**src/sabq_pkg.sv**
```systemverilog
`default_nettype none

package sabq_pkg;

  localparam int unsigned VALUE_W   = 32;
  localparam int unsigned IDX_W     = 11;
  localparam int unsigned CMD_W     = 2;
  localparam int unsigned S_TDATA_W = 32;
  localparam int unsigned M_TDATA_W = 24;

  typedef enum logic [CMD_W-1:0] {
    CMD_CLEAR  = 2'd0,
    CMD_APPEND = 2'd1,
    CMD_QUERY  = 2'd2
  } cmd_e;

  typedef enum logic [1:0] {
    ST_IDLE,
    ST_RUN_LO,
    ST_RUN_UP,
    ST_HOLD
  } state_e;

  // Controller to datapath
  typedef struct packed {
    logic key_en;       // capture the key
    logic load;         // restart a search over the whole table
    logic step;         // apply one probe result
    logic strict;       // upper-bound test (key < element)
    logic latch_lower;  // keep the finished lower bound
    logic load_out;     // move the result into the output register
    logic append;
    logic clear;
  } ctrl_cmd_t;

  // Datapath to controller
  typedef struct packed {
    logic busy;      // search window not yet empty
    logic out_free;  // output register can take a result this cycle
  } dp_status_t;

endpackage

`default_nettype wire

```
**src/sabq_ctrl.sv**
```systemverilog
`default_nettype none

module sabq_ctrl (
  input  wire logic                          clk_i,
  input  wire logic                          rst_ni,
  input  wire logic                          s_valid_i,
  input  wire logic [sabq_pkg::CMD_W-1:0]    s_cmd_i,
  output      logic                          s_ready_o,
  input  wire sabq_pkg::dp_status_t          status_i,
  output      sabq_pkg::ctrl_cmd_t           cmd_o
);

  import sabq_pkg::*;

  state_e state_q, state_d;
  logic   accept;
  cmd_e   cmd;

  assign s_ready_o = (state_q == ST_IDLE);
  assign accept    = s_valid_i & s_ready_o;
  assign cmd       = cmd_e'(s_cmd_i);

  always_ff @(posedge clk_i or negedge rst_ni) begin
    if (!rst_ni) begin
      state_q <= ST_IDLE;
    end else begin
      state_q <= state_d;
    end
  end

  // Next state
  always_comb begin
    state_d = state_q;
    unique case (state_q)
      ST_IDLE: begin
        if (accept && (cmd == CMD_QUERY)) begin
          state_d = ST_RUN_LO;
        end
      end
      ST_RUN_LO: begin
        if (!status_i.busy) begin
          state_d = ST_RUN_UP;
        end
      end
      ST_RUN_UP: begin
        if (!status_i.busy) begin
          state_d = status_i.out_free ? ST_IDLE : ST_HOLD;
        end
      end
      ST_HOLD: begin
        if (status_i.out_free) begin
          state_d = ST_IDLE;
        end
      end
      default: state_d = ST_IDLE;
    endcase
  end

  // Outputs
  always_comb begin
    cmd_o = '0;
    unique case (state_q)
      ST_IDLE: begin
        if (accept) begin
          unique case (cmd)
            CMD_CLEAR:  cmd_o.clear  = 1'b1;
            CMD_APPEND: cmd_o.append = 1'b1;
            CMD_QUERY: begin
              cmd_o.key_en = 1'b1;
              cmd_o.load   = 1'b1;
            end
            default: ;
          endcase
        end
      end
      ST_RUN_LO: begin
        if (status_i.busy) begin
          cmd_o.step = 1'b1;
        end else begin
          cmd_o.latch_lower = 1'b1;
          cmd_o.load        = 1'b1;
        end
      end
      ST_RUN_UP: begin
        cmd_o.strict = 1'b1;
        if (status_i.busy) begin
          cmd_o.step = 1'b1;
        end else begin
          cmd_o.load_out = status_i.out_free;
        end
      end
      ST_HOLD: begin
        cmd_o.load_out = status_i.out_free;
      end
      default: ;
    endcase
  end

endmodule

`default_nettype wire

```
**config.mk**
```make
export PLATFORM = sky130hd
export DESIGN_NAME = sabq_ctrl
export DESIGN_NICKNAME = d
export VERILOG_FILES = /design/src/sabq_pkg.sv /design/src/sabq_ctrl.sv
export SDC_FILE = /design/constraint.sdc
export NUM_CORES = 1
export LEC_CHECK = 0
export BUFFER_PORTS_ARGS = -buffer_cell sky130_fd_sc_hd__buf_2
export CORE_AREA = 3 3 40 42
export CTS_BUF_LIST = sky130_fd_sc_hd__clkbuf_4 sky130_fd_sc_hd__clkbuf_8
export CTS_CLUSTER_DIAMETER = 100
export DETAILED_ROUTE_END_ITERATION = 16
export DIE_AREA = 0 0 43 45
export PLACE_DENSITY = 0.43
export SLEW_MARGIN = 20
export SYNTH_ARGS = -nofsm -noshare
export SYNTH_HDL_FRONTEND = slang
export SYNTH_SLANG_ARGS = --single-unit
```
**constraint.sdc**
```tcl
create_clock -name clk_i -period 1.93 [get_ports clk_i]
set_input_delay 0.4825 -clock clk_i [delete_from_list [all_inputs] [get_ports clk_i]]
set_output_delay 0.4825 -clock clk_i [all_outputs]
set_load 0.01 [all_outputs]
```
==> results_dict.tcl, run 1 <==
set metrics [dict create \
    fin_ws_ns 0.0356 \
    dp_slack_ns 0.142 \
    synthMuxAreaShare 0 \
    antenna_cells 0 \
    path_class "flop to primary output" \
    first_iter_violations 3 \
    grt_usage 0.0692 \
    postRouteAntennaNets 0 \
    final-hold-violation-count 0 \
    rsz0062_at_grt "true" \
    hpwl_um 489 \
    worstPathArrival_ns 1.41 \
    die-area_um2 1940 \
    syn_avg_cell_area_um2 10.1 \
    period_minus_slack_ns 1.89 \
    die_h_um 45 \
    synth_xor_xnor_area_share 0 \
    h-tree-depth 1 \
    period_share 0.982 \
    clk_pin_slew_ns 0.03 \
    firstDrtPassIters 3 \
    slew_violations 0 \
    area_growth_pct 69.2 \
    cp_max_fo 4 \
    cap_violations 0 \
    yosysSeqAreaShare 0.176 \
    synth_top_family_by_area "simple AND/OR/NAND/NOR gates" \
    finClkSkew_ns 0.000926 \
    worstSetupEndpointType "primary output" \
    row_count 13 \
    drive_gt1_frac 0.686 \
    detail_route.wirelength_um 659 \
    status "completed" \
    top_register "state_q" \
    worst_slew_pin_slew_ns 0.344 \
    finalSetupViolations 0 \
    hp-class "input pin to async pin" \
    io_pins 16 \
    grt-ovfl-total 0 \
    die_w_um 43 \
    initial_core_util 0.221 \
    grt_pass1_wl_um 986 \
    numPortBuffers 15 \
    leakage_nw 0.243 \
    synth-seq-cells 2 \
    largest_reg_flops 2 \
    yosys_warnings 0 \
    rr_worst_depth 5 \
    syn-instance-count 28 \
    fin_hold_ws_ns 0.0365 \
    fmax_mhz 528 \
    synth_nets 39 \
    regArea_um2 50.0 \
    grt_max_degree 5 \
    reg_top3 "state_q (2)" \
    finalNonFillerCells 66 \
    fin_setup_tns_ns 0 \
    wire_per_inst_um 9.98 \
    nFillCells 130 \
    route.vias.total 276 \
    start_kind "flop" \
    synth-compound-area-share 0.278 \
    drc 0 \
    dp.cells 59 \
    cts_buffer_depth 2 \
    clock-sinks 2 \
    multi_input_area_um2 265 \
    slew_headroom 0.770 \
    synthAdderAreaFrac 0.176 \
    nets 64 \
    required_ns 1.45 \
    grt_pass1_vias 246 \
    numCtsBuffers 3 \
    clk_latency_ns 0.22 \
    vdd_ir_drop_max_uv 691 \
    rrSetupSlack_ns 0.45 \
    viasPerCell 4.18 \
    clockRootBuffer "clkbuf_4" \
    synth.distinct_cells 17 \
    cellPowerDensity_nw_per_um2 1500 \
    synthSimpleGateAreaFrac 0.344 \
    cts_tree "done" \
    synth_area_um2 284 \
    gp_congestion 0.704 \
    antenna_found_initial 0 \
    core_area_um2 1280 \
]
-- worst max-delay path, stage by stage (launching register included) --
cell and delay [ns]:
dfrtp_1 0.42, buf_6 0.14, ha_2 0.17, nor2b_4 0.12
or2_1 0.21, buf_2 0.13
-- Yosys cell counts --
cell	number	area, um2
nand2_1	1	3.75
nor3b_1	1	7.51
nor2b_1	4	25.0
and2_1	1	6.26
a211oi_2	1	12.5
nand3b_4	1	20.0
a2111oi_4	1	27.5
or2_1	1	6.26
a2bb2oi_2	1	15.0
nor3b_2	1	12.5
o21a_1	2	15.0
inv_1	2	7.51
a2bb2oi_1	1	8.76
nor2_1	3	11.3
dfrtp_1	2	50.1
ha_1	4	50.1
nor3_1	1	5.00
-- metal layers --
metal	vias up	global-route usage	wire length (um)
li1	145	-	-
met1	118	0.0797	264
met2	13	0.108	325
met3	0	0.00797	68
met4	0	0.0723	0
met5	-	0	0
-- power breakdown --
group | internal (mW) | total, mW | switching, mW
clock network | 0.0686 | 0.0924 | 0.0238
registers | 0.0655 | 0.0964 | 0.0309
logic | 0.291 | 0.532 | 0.241
total | 0.425 | 0.720 | 0.295
-- cells by family (layout without fill, tap and decap cells) --
family | Yosys count | in the layout
AO/OA/AOI/OAI | 6 | 6
adder cells (fa/ha/maj) | 4 | 4
buffers and inverters | 2 | 25
flip-flops | 2 | 2
AND/OR/NAND/NOR | 14 | 14
-- metrics by stage --
stage	utilization	power, mW	instance area (um2)
2_1_floorplan	-	0.390	287
3_3_place_gp	0.302	0.504	388
3_5_place_dp	0.302	0.506	388
4_1_cts	0.325	0.627	418
5_1_grt	0.374	0.798	480
6_report	0.374	0.720	480
-- cell usage in the layout (no fill, tap or decap), types with 2 or more instances in the layout --
master and instances:
buf_2 15, buf_4 4, clkbuf_4 3, dfrtp_1 2, ha_2 2, inv_2 2
nor2_1 3, nor2b_1 3, o21a_1 2
-- final timing paths --
check	startpoint	endpoint
min in group clk_i	state_q[1]	state_q[1]
setup reg to reg	state_q[1]	state_q[1]
setup / recovery	state_q[0]	cmd_o[6]
hold reg to reg	state_q[1]	state_q[1]
max in group asynchronous	rst_ni	state_q[1]
hold / removal	rst_ni	state_q[0]
-- timing repair --
item                                    4_1_cts  5_1_grt
setup buffers                                 1        3
cloned                                        0        0
endpoints found under the setup margin        2        2
hold buffers                                  0        0
pin swaps                                     1        3
resized for setup                             2        9
-- area by class of cell --
type                            instances  area share
Clock buffer                            3      0.0469
Inverter                                2      0.0156
Multi-Input combinational cell         24       0.552
Sequential cell                         2       0.104
Tap cell                               15      0.0391
Timing Repair Buffer                   20       0.242
(Power assumes the default switching activity.)
==> run 2: changes to the inputs <==
--- a/config.mk
+++ b/config.mk
@@ -5,14 +5,13 @@
 export SDC_FILE = /design/constraint.sdc
 export NUM_CORES = 1
 export LEC_CHECK = 0
-export BUFFER_PORTS_ARGS = -buffer_cell sky130_fd_sc_hd__buf_2
+export BUFFER_PORTS_ARGS = -buffer_cell sky130_fd_sc_hd__buf_4
 export CORE_AREA = 3 3 40 42
 export CTS_BUF_LIST = sky130_fd_sc_hd__clkbuf_4 sky130_fd_sc_hd__clkbuf_8
 export CTS_CLUSTER_DIAMETER = 100
 export DETAILED_ROUTE_END_ITERATION = 16
 export DIE_AREA = 0 0 43 45
 export PLACE_DENSITY = 0.43
-export SLEW_MARGIN = 20
 export SYNTH_ARGS = -nofsm -noshare
 export SYNTH_HDL_FRONTEND = slang
 export SYNTH_SLANG_ARGS = --single-unit
==> run 2 against run 1 <==
Utilization is 1.2 points higher. Routed wire length increased by 17%. Count of clock-buffer cells in the layout did not move. Critical path depth did not move. Flip-flop and latch count unchanged. Design area is 3.1% higher.
==> results_dict.tcl, run 2 (same netlist as run 1, synthesis figures left out) <==
set metrics [dict create \
    drive_gt1_frac 0.667 \
    cts.hold.buffers_added 0 \
    slew_violations 0 \
    fin_util 0.386 \
    numPortBuffers 15 \
    cap_violations 0 \
    first_iter_violations 1 \
    largest_reg_flops 2 \
    antenna_found_initial 0 \
    vdd_ir_drop_max_uv 690 \
    required_ns 1.45 \
    finalSetupViolations 0 \
    rrSetupSlack_ns 0.41 \
    core_area_um2 1280 \
    grt_pass1_vias 313 \
    die_w_um 43 \
    fmax_mhz 541 \
    hpwl_um 578 \
    initial_core_util 0.221 \
    cp_slowest_cell "dfrtp_1" \
    start_kind "flop" \
    cts_buffer_depth 2 \
    cp_max_fo 4 \
    cp_num_buf_inv 2 \
    final-hold-violation-count 0 \
    detail_route.wirelength_um 771 \
    postRouteAntennaNets 0 \
    nets 64 \
    clock-sinks 2 \
    grt_pass1_wl_um 1230 \
    slew_headroom 0.759 \
    viasPerCell 4.52 \
    stdcell_area_um2 495 \
    worstPathArrival_ns 1.36 \
    numCtsBuffers 3 \
    rsz0062_at_grt "false" \
    period_share 0.957 \
    reg_top3 "state_q (2)" \
    max_stage_delay_ns 0.40 \
    drc 0 \
    path_class "flop to primary output" \
    worst_slew_pin_slew_ns 0.360 \
    die-area_um2 1940 \
    grt_usage 0.0908 \
    top_register "state_q" \
    fin_setup_tns_ns 0 \
    io_pins 16 \
    grt-ovfl-total 0 \
    row_count 13 \
    leakage_nw 0.235 \
    fin_ws_ns 0.0827 \
    clockRootBuffer "clkbuf_4" \
    h-tree-depth 1 \
    cts_tree "done" \
    antenna_cells 0 \
    placed_area_um2 425 \
    mostFrequentLayoutCells "buf_4, nor2b_1, nor2_1, clkbuf_4" \
    clk_latency_ns 0.22 \
    route.vias.total 298 \
    cellPowerDensity_nw_per_um2 1510 \
    hp-class "input pin to async pin" \
    finClkSkew_ns 0.000265 \
    clk_pin_slew_ns 0.03 \
    firstDrtPassIters 2 \
    grt_max_degree 5 \
    crit_chain "inv_2 -> ha_2 -> nor2b_1 -> or2_1 -> buf_4" \
    layout_commonest_cell "buf_4" \
    worstSetupEndpointType "primary output" \
    area_growth_pct 74.4 \
    status "completed" \
    wire_per_inst_um 11.7 \
    nFillCells 143 \
    gp_congestion 0.788 \
    period_minus_slack_ns 1.85 \
    dp_slack_ns 0.173 \
    critical-path-top-delay-family "flip-flops" \
    die_h_um 45 \
]
-- run 2: worst paths after layout --
check / from / to / depth (start not counted)
max: state_q[1] / cmd_o[6] / 5
min: rst_ni / state_q[1] / 1
max reg2reg: state_q[1] / state_q[1] / 5
min reg2reg: state_q[0] / state_q[0] / 1
max in group asynchronous: rst_ni / state_q[0] / 1
min in group clk_i: state_q[0] / state_q[0] / 1
-- run 2: worst reg2reg max path, delay by kind of cell, from the launching register on --
family | cells | cell delay [ns]
flops | 1 | 0.41
simple gates | 1 | 0.19
buf+inv | 1 | 0.16
compound gates | 2 | 0.50
fa+ha+maj | 1 | 0.18
-- run 2: area by class of cell --
cell class | instances | area, um2 | area share
multi-input combinational | 24 | 246 | 0.497
timing repair buffer | 20 | 150 | 0.303
sequential | 2 | 50.0 | 0.101
clock buffer | 3 | 22.5 | 0.0455
tap | 15 | 18.8 | 0.0379
inverter | 2 | 7.51 | 0.0152
-- run 2: metrics by stage --
step	total power [mW]	instances	hold slack, ns
after floorplan	0.390	28	0.187
after global placement	0.549	59	0.265
after detailed placement	0.561	59	0.266
after CTS	0.698	64	0.0227
after global routing	0.821	66	0.0159
final	0.748	66	0.0348
-- run 2: repair_timing --
action / CTS / global route
buffers inserted: 2 / 2
hold endpoints to repair: 0 / 0
resized for setup: 2 / 4
pin swaps: 0 / 1
setup endpoints to repair: 1 / 3
-- run 2: where the power goes --
part / switching [mW] / internal (mW) / total, mW
sequential: 0.0278 / 0.0656 / 0.0933
clock: 0.0235 / 0.0686 / 0.0921
combinational: 0.253 / 0.309 / 0.562
-- run 2: routing by layer --
| metal | up-vias | share of wire | GRT usage | wire length, um |
|---|---|---|---|---|
| li1 | 148 | - | - | - |
| met1 | 133 | 0.40 | 0.0892 | 306 |
| met2 | 15 | 0.49 | 0.150 | 378 |
| met3 | 2 | 0.088 | 0.0279 | 68 |
| met4 | 0 | 0.023 | 0.0904 | 18 |
| met5 | - | 0 | 0 | 0 |
==> run 3: changes to the inputs <==
--- a/config.mk
+++ b/config.mk
@@ -12,6 +12,7 @@
 export DETAILED_ROUTE_END_ITERATION = 16
 export DIE_AREA = 0 0 43 45
 export PLACE_DENSITY = 0.43
+export REMOVE_ABC_BUFFERS = 1
 export SYNTH_ARGS = -nofsm -noshare
 export SYNTH_HDL_FRONTEND = slang
 export SYNTH_SLANG_ARGS = --single-unit
==> run 3 against run 2 <==
Die area is the same. Routed wire length shrank 11%. Register-to-register slack gained 0.04 ns. Global-route usage shrank 1.2 points. Non-clock buffer count shrank 1. Largest cell class unchanged. Critical path type unchanged. First-iteration DRC count grew to 6.0 times the previous value. Via count shrank 5.7%. Final cell count shrank 1.5%. Critical endpoint is now cmd_o[2]. Flip-flop and latch count is the same. Power shrank 2.8%. Fmax is essentially flat.
==> results_dict.tcl, run 3 (same netlist as run 1, synthesis figures left out) <==
set metrics [dict create \
    status "completed" \
    route.vias.total 281 \
    placed_area_um2 423 \
    required_ns 1.45 \
    period_share 0.957 \
    core_area_um2 1280 \
    regToRegStartpoint "state_q[0]" \
    rr_worst_depth 5 \
    finClkSkew_ns 0.000895 \
    rsz0062_at_grt "false" \
    reg_top3 "state_q (2)" \
    mostFrequentLayoutCells "buf_4, nor2b_1, nor2_1, clkbuf_4" \
    firstDrtPassIters 3 \
    drive_gt1_frac 0.640 \
    cp_max_fo 4 \
    largest_reg_flops 2 \
    crit_start "state_q[0]" \
    cp_num_cells 5 \
    io_pins 16 \
    clock-sinks 2 \
    cp_slowest_cell "dfrtp_1" \
    clk_pin_slew_ns 0.03 \
    gp_congestion 0.754 \
    max_stage_delay_ns 0.38 \
    h-tree-depth 1 \
    die_w_um 43 \
    worstSetupEndpointType "primary output" \
    fmax_mhz 541 \
    row_count 13 \
    grt_pass1_vias 288 \
    postRouteAntennaNets 0 \
    hpwl_um 562 \
    worstPathArrival_ns 1.36 \
    viasPerCell 4.32 \
    finalSetupViolations 0 \
    antenna_cells 0 \
    dp_slack_ns 0.181 \
    nets 63 \
    cellPowerDensity_nw_per_um2 1480 \
    detail_route.wirelength_um 685 \
    numPortBuffers 15 \
    nFillCells 134 \
    fin_util 0.382 \
    cts_buffer_depth 2 \
    numCtsBuffers 3 \
    finalNonFillerCells 65 \
    grt-ovfl-total 0 \
    cts.hold.buffers_added 0 \
    die_h_um 45 \
    area_growth_pct 72.7 \
    stdcell_area_um2 490 \
    cap_violations 0 \
    wire_per_inst_um 10.5 \
    clockRootBuffer "clkbuf_4" \
    die-area_um2 1940 \
    path_class "flop to primary output" \
    crit_chain "inv_2 -> ha_1 -> nor2b_1 -> o21a_1 -> buf_4" \
    cts_tree "done" \
    fin_ws_ns 0.0832 \
    grt_usage 0.0783 \
    start_kind "flop" \
    grt_pass1_wl_um 1120 \
    leakage_nw 0.238 \
    period_minus_slack_ns 1.85 \
    slew_headroom 0.754 \
    critical-path-top-delay-family "flip-flops" \
    dp.cells 59 \
    worst_slew_pin_slew_ns 0.368 \
    vdd_ir_drop_max_uv 741 \
    drc 0 \
    antenna_found_initial 0 \
    total_power_uw 727 \
    first_iter_violations 6 \
    fin_setup_tns_ns 0 \
    top_register "state_q" \
    slew_violations 0 \
    fin_hold_ws_ns 0.0335 \
    grt_max_degree 5 \
    initial_core_util 0.221 \
    hp-class "input pin to async pin" \
    final-hold-violation-count 0 \
    layout_commonest_cell "buf_4" \
    clk_latency_ns 0.22 \
    cp_num_buf_inv 2 \
]
[run 3: cell count changes in the layout (fill, tap and decap cells not counted), sizes merged]
cell and change:
buf -1
[run 3: per-layer routing]
metal | up-vias | wire length [um] | global-route usage
met5 | - | 0 | 0
met4 | 0 | 0 | 0.0723
met3 | 0 | 74 | 0.0120
met2 | 12 | 351 | 0.141
met1 | 127 | 258 | 0.0771
li1 | 142 | - | -
[run 3: worst register-to-register path: stages, from the launching register on]
cell and delay [ns]:
dfrtp_1 0.39, buf_4 0.15, ha_1 0.20, nor2b_1 0.18, a2111oi_4 0.34, a2bb2oi_2 0.15
[run 3: final cells by class]
| cell class | count | area [um2] | area share |
|---|---|---|---|
| flip-flops and latches | 2 | 50.0 | 0.102 |
| clock buffers | 3 | 22.5 | 0.0459 |
| inverters | 2 | 7.51 | 0.0153 |
| multi-input cells | 24 | 249 | 0.508 |
| well taps | 15 | 18.8 | 0.0383 |
| repair buffers | 19 | 143 | 0.291 |
[run 3: final timing paths]
| path | slack [ns] | endpoint |
|---|---|---|
| worst max-delay path | 0.08 | cmd_o[2] |
| worst min-delay path | 0.03 | state_q[1] |
| worst max register to register | 0.45 | state_q[1] |
| worst min register to register | 0.67 | state_q[1] |
| max in group asynchronous | 1.81 | state_q[0] |
| min in group clk_i | 0.62 | state_q[0] |
[run 3: power by group]
| part | internal, mW | switching [mW] |
|---|---|---|
| sequential | 0.0656 | 0.0198 |
| clock | 0.0686 | 0.0239 |
| combinational | 0.299 | 0.250 |
| total | 0.433 | 0.294 |
[run 3: what timing repair did]
action,in CTS,in global routing
gates resized for setup,2,5
setup buffers,2,1
endpoints found under the setup margin,1,3
pin swaps,1,3
